[config.mk]
export PLATFORM = sky130hd
export DESIGN_NAME = encoder_motion_sequencer_flat
export DESIGN_NICKNAME = d
export VERILOG_FILES = /design/src/hdl/ems_pkg.sv /design/src/hdl/ems_if.sv /design/src/hdl/ems_cfg_regs.sv /design/src/hdl/ems_in_stage.sv /design/src/hdl/ems_core.sv /design/src/hdl/encoder_motion_sequencer.sv /design/src/flat_wrapper.sv
export SDC_FILE = /design/constraint.sdc
export NUM_CORES = 1
export LEC_CHECK = 0
export BUFFER_PORTS_ARGS = -buffer_cell sky130_fd_sc_hd__buf_4
export CAP_MARGIN = 40
export CORE_ASPECT_RATIO = 1.25
export CORE_MARGIN = 5
export CORE_UTILIZATION = 57
export CTS_CLUSTER_DIAMETER = 60
export DETAILED_ROUTE_END_ITERATION = 8
export MAX_ROUTING_LAYER = met4
export PLACE_DENSITY = 0.88
export SLEW_MARGIN = 20
export SYNTH_ARGS = -nofsm -noshare
export SYNTH_HDL_FRONTEND = slang
export SYNTH_SLANG_ARGS = --single-unit
[constraint.sdc]
create_clock -name clk_i -period 10.4 [get_ports clk_i]
set_clock_uncertainty 0.2 [all_clocks]
set_input_delay 2.08 -clock clk_i [delete_from_list [all_inputs] [get_ports clk_i]]
set_output_delay 2.08 -clock clk_i [all_outputs]
set_load 0.02 [all_outputs]
[src/hdl/ems_pkg.sv]
// Shared types and constants of the encoder motion sequencer
package ems_pkg;

  localparam int CFG_IDX_W = 4;
  localparam int CFG_DAT_W = 16;
  localparam int TGT_W     = 18;

  localparam logic [CFG_IDX_W-1:0] REG_COUNTS_PER_CM   = 4'd0;
  localparam logic [CFG_IDX_W-1:0] REG_TICKS_HALF      = 4'd1;
  localparam logic [CFG_IDX_W-1:0] REG_TICKS_QUARTER   = 4'd2;
  localparam logic [CFG_IDX_W-1:0] REG_MIN_TURN_PWM    = 4'd3;

  localparam logic [15:0] RST_COUNTS_PER_CM = 16'd2560;
  localparam logic [15:0] RST_TICKS_HALF    = 16'd550;
  localparam logic [15:0] RST_TICKS_QUARTER = 16'd560;
  localparam logic [7:0]  RST_MIN_TURN_PWM  = 8'd40;

  typedef enum logic [3:0] {
    CMD_SAMPLE   = 4'd0,
    CMD_STOP     = 4'd1,
    CMD_FORWARD  = 4'd2,
    CMD_PIVOT_L  = 4'd3,
    CMD_PIVOT_R  = 4'd4,
    CMD_DISTANCE = 4'd5,
    CMD_PIVOT180 = 4'd6,
    CMD_TURN_L90 = 4'd7,
    CMD_TURN_R90 = 4'd8,
    CMD_CLEAR    = 4'd9
  } ems_cmd_e;

  typedef enum logic [1:0] {
    MODE_IDLE    = 2'd0,
    MODE_DIST    = 2'd1,
    MODE_HALF    = 2'd2,
    MODE_QUARTER = 2'd3
  } ems_mode_e;

  typedef struct packed {
    logic [15:0] counts_per_cm_q8;
    logic [15:0] ticks_half_turn;
    logic [15:0] ticks_quarter_turn;
    logic [7:0]  min_turn_pwm;
  } ems_cfg_t;

  typedef struct packed {
    logic [3:0]       command;
    logic             left_pin_a;
    logic             left_pin_b;
    logic             right_pin_a;
    logic             right_pin_b;
    logic [TGT_W-1:0] dist_target;
    logic [7:0]       drive_level;
    logic [7:0]       left_level;
  } ems_item_t;

endpackage

[src/hdl/ems_if.sv]
// Channel interfaces: input samples, results and configuration writes
interface ems_item_if;
  logic       valid;
  logic       ready;
  logic [3:0] command;
  logic       left_pin_a;
  logic       left_pin_b;
  logic       right_pin_a;
  logic       right_pin_b;
  logic [9:0] travel_cm;
  logic [7:0] drive_level;
  logic [7:0] left_level;

  modport source (output valid, command, left_pin_a, left_pin_b, right_pin_a, right_pin_b,
                  travel_cm, drive_level, left_level, input ready);
  modport sink (input valid, command, left_pin_a, left_pin_b, right_pin_a, right_pin_b,
                travel_cm, drive_level, left_level, output ready);
endinterface

interface ems_result_if;
  logic               valid;
  logic               ready;
  logic [7:0]         right_fwd_pwm;
  logic [7:0]         right_rev_pwm;
  logic [7:0]         left_fwd_pwm;
  logic [7:0]         left_rev_pwm;
  logic               busy_res;
  logic               finished;
  logic signed [31:0] left_position;
  logic signed [31:0] right_position;

  modport source (output valid, right_fwd_pwm, right_rev_pwm, left_fwd_pwm, left_rev_pwm,
                  busy_res, finished, left_position, right_position, input ready);
  modport sink (input valid, right_fwd_pwm, right_rev_pwm, left_fwd_pwm, left_rev_pwm,
                busy_res, finished, left_position, right_position, output ready);
endinterface

interface ems_cfg_if;
  logic        valid;
  logic        ready;
  logic [3:0]  index;
  logic [15:0] data;

  modport source (output valid, index, data, input ready);
  modport sink (input valid, index, data, output ready);
endinterface

[src/hdl/ems_cfg_regs.sv]
// Configuration register bank
module ems_cfg_regs (
  input  logic           clk_i,
  input  logic           rst_ni,
  ems_cfg_if.sink        cfg_i,
  output ems_pkg::ems_cfg_t cfg_o
);
  import ems_pkg::*;

  ems_cfg_t cfg_q, cfg_d;

  assign cfg_i.ready = 1'b1;

  always_comb begin
    cfg_d = cfg_q;
    if (cfg_i.valid) begin
      unique case (cfg_i.index)
        REG_COUNTS_PER_CM: cfg_d.counts_per_cm_q8   = cfg_i.data;
        REG_TICKS_HALF:    cfg_d.ticks_half_turn    = cfg_i.data;
        REG_TICKS_QUARTER: cfg_d.ticks_quarter_turn = cfg_i.data;
        REG_MIN_TURN_PWM:  cfg_d.min_turn_pwm       = cfg_i.data[7:0];
        default: ;
      endcase
    end
  end

  always_ff @(posedge clk_i or negedge rst_ni) begin
    if (!rst_ni) begin
      cfg_q.counts_per_cm_q8   <= RST_COUNTS_PER_CM;
      cfg_q.ticks_half_turn    <= RST_TICKS_HALF;
      cfg_q.ticks_quarter_turn <= RST_TICKS_QUARTER;
      cfg_q.min_turn_pwm       <= RST_MIN_TURN_PWM;
    end else begin
      cfg_q <= cfg_d;
    end
  end

  assign cfg_o = cfg_q;
endmodule

[src/hdl/ems_in_stage.sv]
// Input register; converts the distance to a count target on the way in
module ems_in_stage (
  input  logic               clk_i,
  input  logic               rst_ni,
  ems_item_if.sink           item_i,
  input  logic [15:0]        counts_per_cm_i,
  input  logic               advance_i,
  output logic               valid_o,
  output ems_pkg::ems_item_t item_o
);
  import ems_pkg::*;

  logic            valid_q, valid_d;
  ems_item_t       item_q, item_d;
  logic [25:0]     dist_prod;
  logic            take;

  assign item_i.ready = !valid_q || advance_i;
  assign take         = item_i.valid && item_i.ready;

  // Q8.8 counts per cm, drop the fraction
  assign dist_prod = 26'(item_i.travel_cm) * 26'(counts_per_cm_i);

  always_comb begin
    item_d.command     = item_i.command;
    item_d.left_pin_a  = item_i.left_pin_a;
    item_d.left_pin_b  = item_i.left_pin_b;
    item_d.right_pin_a = item_i.right_pin_a;
    item_d.right_pin_b = item_i.right_pin_b;
    item_d.dist_target = dist_prod[25:8];
    item_d.drive_level = item_i.drive_level;
    item_d.left_level  = item_i.left_level;
    valid_d = take ? 1'b1 : (advance_i ? 1'b0 : valid_q);
  end

  always_ff @(posedge clk_i or negedge rst_ni) begin
    if (!rst_ni) begin
      valid_q <= 1'b0;
    end else begin
      valid_q <= valid_d;
    end
  end

  always_ff @(posedge clk_i) begin
    if (take) begin
      item_q <= item_d;
    end
  end

  assign valid_o = valid_q;
  assign item_o  = item_q;
endmodule

[src/hdl/ems_core.sv]
// Counters, move state and result register
module ems_core #(
  parameter int COUNT_BITS = 32
) (
  input  logic               clk_i,
  input  logic               rst_ni,
  input  logic               valid_i,
  input  ems_pkg::ems_item_t item_i,
  input  ems_pkg::ems_cfg_t  cfg_i,
  output logic               advance_o,
  ems_result_if.source       result_o
);
  import ems_pkg::*;

  localparam int CMP_W = (COUNT_BITS > TGT_W) ? COUNT_BITS : TGT_W;
  localparam int EXT_W = (COUNT_BITS > 32) ? COUNT_BITS : 32;

  logic [COUNT_BITS-1:0] cnt_l_q, cnt_l_d, cnt_r_q, cnt_r_d;
  logic                  prev_l_q, prev_r_q;
  ems_mode_e             mode_q, mode_d;
  logic [TGT_W-1:0]      tgt_q, tgt_d;
  logic [7:0]            rf_q, rf_d, rr_q, rr_d, lf_q, lf_d, lr_q, lr_d;
  logic                  fin_q, fin_d;
  logic                  out_valid_q, out_valid_d;
  logic                  fire;

  logic [7:0]            lvl, clamp;
  logic [COUNT_BITS-1:0] mag_l, mag_r, avg;
  logic                  l_hit, r_hit, avg_hit, done;
  logic [EXT_W-1:0]      ext_l, ext_r;

  assign advance_o   = !out_valid_q || result_o.ready;
  assign fire        = valid_i && advance_o;
  assign out_valid_d = fire ? 1'b1 : (result_o.ready ? 1'b0 : out_valid_q);

  always_comb begin
    cnt_l_d = cnt_l_q;
    cnt_r_d = cnt_r_q;
    mode_d  = mode_q;
    tgt_d   = tgt_q;
    rf_d    = rf_q;
    rr_d    = rr_q;
    lf_d    = lf_q;
    lr_d    = lr_q;
    fin_d   = 1'b0;
    done    = 1'b0;
    lvl     = item_i.drive_level;
    clamp   = (lvl < cfg_i.min_turn_pwm) ? cfg_i.min_turn_pwm : lvl;

    unique case (ems_cmd_e'(item_i.command))
      CMD_STOP: begin
        {rf_d, rr_d, lf_d, lr_d} = '0;
        mode_d = MODE_IDLE;
      end
      CMD_FORWARD: begin
        {rf_d, rr_d, lf_d, lr_d} = {lvl, 8'd0, 8'd0, item_i.left_level};
        mode_d = MODE_IDLE;
      end
      CMD_PIVOT_L: begin
        {rf_d, rr_d, lf_d, lr_d} = {lvl, 8'd0, lvl, 8'd0};
        mode_d = MODE_IDLE;
      end
      CMD_PIVOT_R: begin
        {rf_d, rr_d, lf_d, lr_d} = {8'd0, lvl, 8'd0, lvl};
        mode_d = MODE_IDLE;
      end
      CMD_DISTANCE: begin
        {cnt_l_d, cnt_r_d} = '0;
        mode_d = MODE_DIST;
        tgt_d  = item_i.dist_target;
        {rf_d, rr_d, lf_d, lr_d} = {lvl, 8'd0, 8'd0, lvl};
      end
      CMD_PIVOT180: begin
        {cnt_l_d, cnt_r_d} = '0;
        mode_d = MODE_HALF;
        tgt_d  = TGT_W'(cfg_i.ticks_half_turn);
        {rf_d, rr_d, lf_d, lr_d} = {8'd0, lvl, 8'd0, lvl};
      end
      CMD_TURN_L90: begin
        {cnt_l_d, cnt_r_d} = '0;
        mode_d = MODE_QUARTER;
        tgt_d  = TGT_W'(cfg_i.ticks_quarter_turn);
        {rf_d, rr_d, lf_d, lr_d} = {clamp, 8'd0, 8'd0, 8'd0};
      end
      CMD_TURN_R90: begin
        {cnt_l_d, cnt_r_d} = '0;
        mode_d = MODE_QUARTER;
        tgt_d  = TGT_W'(cfg_i.ticks_quarter_turn);
        {rf_d, rr_d, lf_d, lr_d} = {8'd0, 8'd0, 8'd0, clamp};
      end
      CMD_CLEAR: {cnt_l_d, cnt_r_d} = '0;
      default: ;
    endcase

    if (item_i.left_pin_a != prev_l_q) begin
      cnt_l_d = (item_i.left_pin_a == item_i.left_pin_b) ?
                cnt_l_d + COUNT_BITS'(1) : cnt_l_d - COUNT_BITS'(1);
    end
    if (item_i.right_pin_a != prev_r_q) begin
      cnt_r_d = (item_i.right_pin_a == item_i.right_pin_b) ?
                cnt_r_d - COUNT_BITS'(1) : cnt_r_d + COUNT_BITS'(1);
    end

    // most negative count reads as 2^(COUNT_BITS-1) unsigned
    mag_l   = cnt_l_d[COUNT_BITS-1] ? COUNT_BITS'(0) - cnt_l_d : cnt_l_d;
    mag_r   = cnt_r_d[COUNT_BITS-1] ? COUNT_BITS'(0) - cnt_r_d : cnt_r_d;
    avg     = (mag_l >> 1) + (mag_r >> 1) + COUNT_BITS'(mag_l[0] & mag_r[0]);
    l_hit   = CMP_W'(mag_l) >= CMP_W'(tgt_d);
    r_hit   = CMP_W'(mag_r) >= CMP_W'(tgt_d);
    avg_hit = CMP_W'(avg) >= CMP_W'(tgt_d);

    case (mode_d)
      MODE_DIST: done = avg_hit;
      MODE_HALF: begin
        if (l_hit) begin
          lf_d = 8'd0;
          lr_d = 8'd0;
        end
        if (r_hit) begin
          rf_d = 8'd0;
          rr_d = 8'd0;
        end
        done = l_hit && r_hit;
      end
      MODE_QUARTER: done = l_hit || r_hit;
      default: done = 1'b0;
    endcase

    if (done) begin
      {rf_d, rr_d, lf_d, lr_d} = '0;
      mode_d = MODE_IDLE;
      fin_d  = 1'b1;
    end
  end

  always_ff @(posedge clk_i or negedge rst_ni) begin
    if (!rst_ni) begin
      cnt_l_q     <= '0;
      cnt_r_q     <= '0;
      prev_l_q    <= 1'b1;
      prev_r_q    <= 1'b1;
      mode_q      <= MODE_IDLE;
      tgt_q       <= '0;
      rf_q        <= '0;
      rr_q        <= '0;
      lf_q        <= '0;
      lr_q        <= '0;
      fin_q       <= 1'b0;
      out_valid_q <= 1'b0;
    end else begin
      out_valid_q <= out_valid_d;
      if (fire) begin
        cnt_l_q  <= cnt_l_d;
        cnt_r_q  <= cnt_r_d;
        prev_l_q <= item_i.left_pin_a;
        prev_r_q <= item_i.right_pin_a;
        mode_q   <= mode_d;
        tgt_q    <= tgt_d;
        rf_q     <= rf_d;
        rr_q     <= rr_d;
        lf_q     <= lf_d;
        lr_q     <= lr_d;
        fin_q    <= fin_d;
      end
    end
  end

  // state only moves when a result is loaded, so it doubles as the result register
  assign ext_l = EXT_W'($signed(cnt_l_q));
  assign ext_r = EXT_W'($signed(cnt_r_q));

  assign result_o.valid          = out_valid_q;
  assign result_o.right_fwd_pwm  = rf_q;
  assign result_o.right_rev_pwm  = rr_q;
  assign result_o.left_fwd_pwm   = lf_q;
  assign result_o.left_rev_pwm   = lr_q;
  assign result_o.busy_res       = (mode_q != MODE_IDLE);
  assign result_o.finished       = fin_q;
  assign result_o.left_position  = ext_l[31:0];
  assign result_o.right_position = ext_r[31:0];
endmodule

[src/hdl/encoder_motion_sequencer.sv]
// Encoder motion sequencer top level
// Path: an input transfer is registered in the input register, then in the result register.
// Throughput: one sample per cycle while results are taken; the input register refills while a result waits.
// Stalls: input ready drops only while both registers are full and the result is held.
// Reset: asynchronous, active low; counters zero, previous A levels high, duties zero,
// no move running, configuration registers at their defaults. No clearing pass.
module encoder_motion_sequencer #(
  parameter int COUNT_BITS = 32
) (
  input  logic         clk_i,
  input  logic         rst_ni,
  ems_item_if.sink     item_i,
  ems_result_if.source result_o,
  ems_cfg_if.sink      cfg_i
);
  import ems_pkg::*;

  ems_cfg_t  cfg;
  ems_item_t item;
  logic      item_valid;
  logic      advance;

  ems_cfg_regs u_cfg (
    .clk_i  (clk_i),
    .rst_ni (rst_ni),
    .cfg_i  (cfg_i),
    .cfg_o  (cfg)
  );

  ems_in_stage u_in (
    .clk_i           (clk_i),
    .rst_ni          (rst_ni),
    .item_i          (item_i),
    .counts_per_cm_i (cfg.counts_per_cm_q8),
    .advance_i       (advance),
    .valid_o         (item_valid),
    .item_o          (item)
  );

  ems_core #(
    .COUNT_BITS (COUNT_BITS)
  ) u_core (
    .clk_i     (clk_i),
    .rst_ni    (rst_ni),
    .valid_i   (item_valid),
    .item_i    (item),
    .cfg_i     (cfg),
    .advance_o (advance),
    .result_o  (result_o)
  );
endmodule

[src/flat_wrapper.sv]
// flat-port wrapper written by rule: the top's interface ports become plain ports
module encoder_motion_sequencer_flat import ems_pkg::*;
#(
  parameter int COUNT_BITS = 32
)
  (clk_i, rst_ni, item_i_valid, item_i_command, item_i_left_pin_a, item_i_left_pin_b, item_i_right_pin_a, item_i_right_pin_b, item_i_travel_cm, item_i_drive_level, item_i_left_level, item_i_ready, result_o_valid, result_o_right_fwd_pwm, result_o_right_rev_pwm, result_o_left_fwd_pwm, result_o_left_rev_pwm, result_o_busy_res, result_o_finished, result_o_left_position, result_o_right_position, result_o_ready, cfg_i_valid, cfg_i_index, cfg_i_data, cfg_i_ready);
  ems_item_if item_i_i ();
  ems_result_if result_o_i ();
  ems_cfg_if cfg_i_i ();
  input  logic clk_i;
  input  logic rst_ni;
  input wire logic [$bits(item_i_i.valid)-1:0] item_i_valid;
  input wire logic [$bits(item_i_i.command)-1:0] item_i_command;
  input wire logic [$bits(item_i_i.left_pin_a)-1:0] item_i_left_pin_a;
  input wire logic [$bits(item_i_i.left_pin_b)-1:0] item_i_left_pin_b;
  input wire logic [$bits(item_i_i.right_pin_a)-1:0] item_i_right_pin_a;
  input wire logic [$bits(item_i_i.right_pin_b)-1:0] item_i_right_pin_b;
  input wire logic [$bits(item_i_i.travel_cm)-1:0] item_i_travel_cm;
  input wire logic [$bits(item_i_i.drive_level)-1:0] item_i_drive_level;
  input wire logic [$bits(item_i_i.left_level)-1:0] item_i_left_level;
  output wire logic [$bits(item_i_i.ready)-1:0] item_i_ready;
  output wire logic [$bits(result_o_i.valid)-1:0] result_o_valid;
  output wire logic [$bits(result_o_i.right_fwd_pwm)-1:0] result_o_right_fwd_pwm;
  output wire logic [$bits(result_o_i.right_rev_pwm)-1:0] result_o_right_rev_pwm;
  output wire logic [$bits(result_o_i.left_fwd_pwm)-1:0] result_o_left_fwd_pwm;
  output wire logic [$bits(result_o_i.left_rev_pwm)-1:0] result_o_left_rev_pwm;
  output wire logic [$bits(result_o_i.busy_res)-1:0] result_o_busy_res;
  output wire logic [$bits(result_o_i.finished)-1:0] result_o_finished;
  output wire logic [$bits(result_o_i.left_position)-1:0] result_o_left_position;
  output wire logic [$bits(result_o_i.right_position)-1:0] result_o_right_position;
  input wire logic [$bits(result_o_i.ready)-1:0] result_o_ready;
  input wire logic [$bits(cfg_i_i.valid)-1:0] cfg_i_valid;
  input wire logic [$bits(cfg_i_i.index)-1:0] cfg_i_index;
  input wire logic [$bits(cfg_i_i.data)-1:0] cfg_i_data;
  output wire logic [$bits(cfg_i_i.ready)-1:0] cfg_i_ready;
  assign item_i_i.valid = item_i_valid;
  assign item_i_i.command = item_i_command;
  assign item_i_i.left_pin_a = item_i_left_pin_a;
  assign item_i_i.left_pin_b = item_i_left_pin_b;
  assign item_i_i.right_pin_a = item_i_right_pin_a;
  assign item_i_i.right_pin_b = item_i_right_pin_b;
  assign item_i_i.travel_cm = item_i_travel_cm;
  assign item_i_i.drive_level = item_i_drive_level;
  assign item_i_i.left_level = item_i_left_level;
  assign item_i_ready = item_i_i.ready;
  assign result_o_valid = result_o_i.valid;
  assign result_o_right_fwd_pwm = result_o_i.right_fwd_pwm;
  assign result_o_right_rev_pwm = result_o_i.right_rev_pwm;
  assign result_o_left_fwd_pwm = result_o_i.left_fwd_pwm;
  assign result_o_left_rev_pwm = result_o_i.left_rev_pwm;
  assign result_o_busy_res = result_o_i.busy_res;
  assign result_o_finished = result_o_i.finished;
  assign result_o_left_position = result_o_i.left_position;
  assign result_o_right_position = result_o_i.right_position;
  assign result_o_i.ready = result_o_ready;
  assign cfg_i_i.valid = cfg_i_valid;
  assign cfg_i_i.index = cfg_i_index;
  assign cfg_i_i.data = cfg_i_data;
  assign cfg_i_ready = cfg_i_i.ready;
  encoder_motion_sequencer #(.COUNT_BITS(COUNT_BITS)) u_core (.clk_i(clk_i), .rst_ni(rst_ni), .item_i(item_i_i), .result_o(result_o_i), .cfg_i(cfg_i_i));
endmodule
Word-level counts from Yosys, hierarchy flattened
Cells that the tools add are included.
{"block": "totals", "register_bits": 219, "inputBits": 59, "out_inout_bits": 101, "word_cells": 118}
{"block": "op_classes", "addsub": 8, "mul": 1, "n_lt_le_gt_ge": 4, "n_eq_ne": 19, "mux": 34, "n_bitwise": 1, "n_reduce_logical": 26}
{"op": "$mux 32", "n": 8}
{"op": "$mux 8", "n": 13}
{"op": "$ge 32x18->1", "n": 3}
{"op": "$add 32x1->32 const B", "n": 2}
{"op": "$sub 1x32->32 const A", "n": 2}
{"op": "$sub 32x1->32 const B", "n": 2}
{"op": "$pmux 18 s3", "n": 1}
{"op": "$add 31x31->32", "n": 1}
{"op": "$add 32x1->32", "n": 1}
{"op": "$pmux 8 s2", "n": 2}
{"op": "$pmux 8 s4", "n": 1}
{"op": "$mul 10x16->26", "n": 1}
{"op": "$pmux 8 s3", "n": 1}
{"op": "$eq 4x2->1 const B", "n": 4}
{"op": "$eq 4x3->1 const B", "n": 4}
{"op": "$reduce_or 3->1", "n": 3}
{"op": "$eq 4x1->1 const B", "n": 2}
{"op": "$eq 4x4->1 const B", "n": 2}
{"op": "$lt 8x8->1", "n": 1}
{"op": "$pmux 2 s4", "n": 1}
{"op": "$reduce_and 2->1", "n": 4}
{"op": "$reduce_or 4->1", "n": 2}
{"op": "$reduce_or 7->1", "n": 1}
{"op": "$reduce_bool 2->1", "n": 3}
{"op": "15 further kinds", "n": 28}

Longest topological paths before layout
{"block": "depth", "ltp_word": 13, "mapped_depth": 52, "depth_no_buf": 42}

Modules after synthesis
A second synthesis with hierarchy kept.
{"block": "hier_totals", "hier_cells": 2918, "hier_area_um2": 24737.5}
{"module": "ems_core", "n_inst": 1, "cells_each": 2201, "area_each_um2": 16278.1}
{"module": "ems_in_stage", "n_inst": 1, "cells_each": 593, "area_each_um2": 6198.4}
{"module": "ems_cfg_regs", "n_inst": 1, "cells_each": 124, "area_each_um2": 2260.9}

Least setup slack after synthesis
Ideal clock, no wire load.
{"block": "synth_path", "kind": "register to register", "from": "reg u_core.u_in.item_q (netlist bit u_core.u_in.item_o[38])", "to": "reg u_core.u_core.rr_q[2] (netlist: u_core.u_core.result_o.right_rev_pwm[2])", "setup_ns": 0.068, "arrival_ns": 9.869, "t_required_ns": 10.132, "path_slack_ns": 0.264, "path_stages_with_launch": 53, "path_buffers": 11, "period_less_slack_ns": 10.136, "cell_sequence": "edfxtp_1 buf_2 or2_1 buf_2 a21oi_1 clkbuf_1 clkbuf_1 clkbuf_1 clkbuf_1 clkbuf_1 and2_1 ha_1 clkbuf_1 nand2_1 o211ai_1 a31oi_1 o21ai_0 o2111ai_1 [... 17 more ...] a21oi_1 o31a_1 o211a_1 o21a_1 nor2_1 xnor2_1 ha_1 a21oi_1 o221ai_1 nor4_1 o221ai_1 or3_1 a21oi_1 nor4b_2 and2_4 a31o_4 buf_6 a22o_1"}
{"block": "synth_between", "elab_chain_len": 13}
{"item": "start, declared", "line": "ems_in_stage.sv:14", "rtl": "ems_item_t item_q, item_d;"}
{"item": "start signal, assigned", "line": "ems_in_stage.sv:46", "rtl": "item_q <= item_d;"}
{"item": "$eq 4x4->1 or $eq 4x3->1 (tied branches)", "line": "ems_core.sv:50", "rtl": "unique case (ems_cmd_e'(item_i.command))"}
{"item": "$reduce_or 5->1 (no source line)"}
{"item": "$mux 32", "line": "ems_core.sv:50"}
{"item": "$sub 32x1->32, or another cell as far along", "line": "ems_core.sv:97", "rtl": "cnt_l_d + COUNT_BITS'(1) : cnt_l_d - COUNT_BITS'(1);"}
{"item": "$mux 32, on equally long branches", "line": "ems_core.sv:96, ems_core.sv:100"}
{"item": "$mux 32, on equally long branches", "line": "ems_core.sv:95, ems_core.sv:99"}
{"item": "$sub 1x32->32, on equally long branches", "line": "ems_core.sv:105, ems_core.sv:106"}
{"item": "$mux 32, on equally long branches", "line": "ems_core.sv:105, ems_core.sv:106"}
{"item": "$add 31x31->32 or $and 1x1->1 (tied branches)", "line": "ems_core.sv:107", "rtl": "avg = (mag_l >> 1) + (mag_r >> 1) + COUNT_BITS'(mag_l[0] & mag_r[0]);"}
{"item": "$add 32x1->32", "line": "ems_core.sv:107"}
{"item": "$ge 32x18->1", "line": "ems_core.sv:110", "rtl": "avg_hit = CMP_W'(avg) >= CMP_W'(tgt_d);"}
{"item": "$pmux 1 s3", "line": "ems_core.sv:112", "rtl": "case (mode_d)"}
{"item": "$mux 8 (*)", "line": "ems_core.sv:129", "rtl": "if (done) begin"}
{"item": "end signal, assigned", "line": "ems_core.sv:160", "rtl": "rr_q <= rr_d;"}
{"item": "end, declared", "line": "ems_core.sv:22", "rtl": "logic [7:0] rf_q, rf_d, rr_q, rr_d, lf_q, lf_d, lr_q, lr_d;"}
Mark *: on every way between the ends. The rest lies on a longest branch, timed or not.
A chain may end at the register's enable or synchronous reset.

Final worst setup path
{"block": "layout_path", "from": "reg u_core.u_in.item_q (netlist bit u_core.u_in.item_o[39])", "to": "reg u_core.u_core.rr_q[4] (netlist: u_core.u_core.result_o.right_rev_pwm[4])"}
Same word-level chain as after synthesis.

==> summary.md <==
| Metric | Value |
|---|---|
| Worst-Margin Slew | roughly 0.84 ns |
| Synthesized cell area | 23400 µm² |
| Core footprint | around 41000 µm² |
| Later-pin clock latency in the skew report | 0.57 ns |
| Highest Signal Layer | met4 |
| Initial antenna violation count | 1 |
| Gpl congestion | a little over 1 |
| Die height | 237 µm |
| Max_cap viols | 0 |
| Number of synthesized flops with an enable pin | 42 |
| WL per Instance | 21.1 µm |
| Placed Cells | approximately 3.3k |
| First-pass GRT wire length | about 110000 µm |
| Post-route ant nets | 0 |
| Status | finished, final reports clean |
| CP Class | register to register |
| Final core utilization | 64.3% |
| DRT Wirelength | about 71000 µm |
| Setup ws final | 0.643 ns |
| Worst EP required | 10.71 ns |
| Largest area contributor in the netlist | dfrtp_1 |
| # setup viols final | 0 |
| Ratio of cells with drive above 1 in the final layout | around 15% |
| Vias in the first global route | roughly 21k |
| Post-DP HPWL | between 50000 and 60000 µm |
| Post-Synthesis Cells | 2668 |
| Port bufs | ~160 |
| Drt pass-1 iters | 9 |
| Slew Viols, Final | 0 |
| Crit. End Element | register |
| WP data arrival | between 10 and 15 ns |
| Ranking of synthesized cells by area | dfrtp_1, ha_1, fa_1 |
| Tmin final | ~10 ns |
| Core Rows | 83 |
| DRT iter0 DRCs | approximately 1.6k |
| Maximum clock frequency | 102 MHz |
| Largest net degree at the start of global routing | slightly below 90 |
| Global route overflow | 0 |
| Area growth, synth to finish | 12.2% |
| Mapped Nets | around 3k |
| CTS sink cnt | between 200 and 250 |
| Hold-fix buffers, CTS | 0 |
| Reg-to-reg slack, setup | between 0.6 and 0.7 ns |
| Hold Fails Final Rpt | 0 |
| Register area share after synthesis | about a quarter |
| CTS tree | done |
| Nets@finish | about 3.2k |
| H-Tree Depth | 1 |
| Met3 wire len | between 4000 and 5000 µm |
| Async SR Flop Fraction | between 80 and 90% |
| All-Layer GR Usage | between 30% and 40% |
| Fin cells | around 3.4k |
| Die ar. | 45200 µm² |
| Worst-path clk slew | 0.06 ns |
| Fin crit share | roughly 94% |
| Top cells by count, synth | nand2_1, ha_1, inv_1, dfrtp_1, o21ai_0 |
| Main flop type after synthesis | dfrtp_1 |
| HP Class | register to register |
| DR WL met2 | ~35000 µm |
| Crit path max-delay cell type | edfxtp_1 |
| Synth warnings | 0 |
| Met1 WL | between 20000 and 30000 µm |
| Clock tree buffer depth | 3 |
| Avg Cell Area, Syn | about 9 µm² |
| Via count | around 21k |
| Chip Width | approximately 190 µm |
| Synth top area share | ~18% |
| Starting Density | 57.3% |
| Setup slack after placement | roughly 0.37 ns |
| Synthesis-stage register bit count | between 200 and 250 |
| Worst-path maximum fanout | 35 |
| DRC Markers | 0 |
| Vias/cell | around 6.4 |
| Slowest stage delay, CP | just under 0.5 ns |
| Startpoint types | register |
| Root Buffer Master | clkbuf_16 |
| TritonCTS Buffers | 27 |
| Synth unique cells | between 100 and 150 |
| Ports | 160 |
| Max-slew headroom | between 40% and 50% |
| Fill cells | ~3.3k |
| Most frequent cell after synthesis | nand2_1 |
[layer usage]
| metal | up-vias | global-route usage [%] |
|---|---|---|
| met5 | - | - |
| met4 | 0 | 14.9 |
| met3 | 256 | 3.49 |
| met2 | 988 | 53.3 |
| met1 | 10332 | 37.2 |
| li1 | 9775 | - |
[layout make-up]
type | instances | area, µm² | area share [%]
antenna | 1 | 2.50 | 0.00954
clock buffer | 32 | 694 | 2.65
clock inverter | 18 | 210 | 0.801
inverter | 170 | 641 | 2.44
multi-input combinational | 2162 | 16700 | 63.6
sequential | 219 | 5710 | 21.7
tap | 552 | 691 | 2.63
timing repair buffer | 204 | 1600 | 6.11
[worst max-delay path, delay by kind of cell, from the launching register on]
family | cells | cell delay, ns
multiplexers | 1 | 0.40
buffers and inverters | 2 | 0.33
flip-flops | 1 | 0.49
AND/OR/NAND/NOR | 11 | 2.55
adder cells (fa/ha/maj) | 4 | 1.18
AO/OA/AOI/OAI | 20 | 4.10
XOR/XNOR | 2 | 0.42
[per-stage QoR]
step	cell area, µm²	setup TNS (ns)	hold WS, ns
6_report	26200	0	0.288
5_1_grt	26200	-0.00196	0.303
4_1_cts	26100	0	0.287
3_5_place_dp	25100	0	0.273
3_3_place_gp	25100	0	0.259
2_1_floorplan	23400	0	0.245
[cell usage in the layout, fill, tap and decap left out, types with 20 or more instances in the layout]
cell,instances
nor2_1,121
mux2_2,62
edfxtp_1,42
nand2b_1,44
xnor2_1,86
o21ai_0,157
nand4_1,28
a21oi_1,138
nand3_1,43
a211oi_1,20
a31oi_1,33
inv_1,168
and3_1,25
nor2b_1,21
clkbuf_16,28
a21o_1,59
mux2i_1,23
fa_1,113
buf_4,196
o21a_1,30
and2_1,144
dfrtp_1,164
nor3_1,41
nand2_1,363
or3_1,21
ha_1,209
xor2_1,33
o211ai_1,22
[what timing repair did]
item	in CTS	in global routing
setup buffers	0	9
hold endpoints to repair	0	0
gates resized for setup	0	7
endpoints found under the setup margin	0	34
[worst paths after layout]
path                                         from                                         to  depth (start not counted)
max                        u_core.u_in.item_o[39]    u_core.u_core.result_o.right_rev_pwm[4]                         40
max in group asynchronous                  rst_ni                     u_core.u_core.prev_r_q                          3
min reg2reg                u_core.u_core.tgt_q[8]                     u_core.u_core.tgt_q[8]                          2
min in group asynchronous                  rst_ni  u_core.u_core.result_o.right_position[26]                          1
min                        u_core.u_core.tgt_q[8]                     u_core.u_core.tgt_q[8]                          2
max reg2reg                u_core.u_in.item_o[39]    u_core.u_core.result_o.right_rev_pwm[4]                         40
[kinds of logic (layout without fill, tap and decap cells)]
family	count (synthesis)	in the layout	synth area share, %
AND/OR/NAND/NOR	936	936	20.4
AO/OA/AOI/OAI	685	685	20.3
adder cells (fa/ha/maj)	323	323	20.9
buffers and inverters	287	424	4.75
flip-flops	219	219	24.4
XOR/XNOR	131	131	5.25
multiplexers	86	86	4.03
other	1	2	0.0160
[flip-flops by register name, indices dropped and copies added, names as in the netlist]
name and cells:
u_core.u_cfg.cfg_o 56, u_core.u_in.item_o 42, u_core.u_core.result_o.left_position 32, u_core.u_core.result_o.right_position 32, u_core.u_core.tgt_q 18, u_core.u_core.result_o.left_fwd_pwm 8, u_core.u_core.result_o.left_rev_pwm 8, u_core.u_core.result_o.right_fwd_pwm 8
u_core.u_core.result_o.right_rev_pwm 8, u_core.u_core.mode_q 2, u_core.u_core.prev_l_q 1, u_core.u_core.prev_r_q 1, u_core.u_core.result_o.finished 1, u_core.u_core.result_o.valid 1, u_core.u_in.valid_o 1
Power is not shown: default switching activity piles up to over one toggle a cycle in this logic, so the estimate is an artifact.
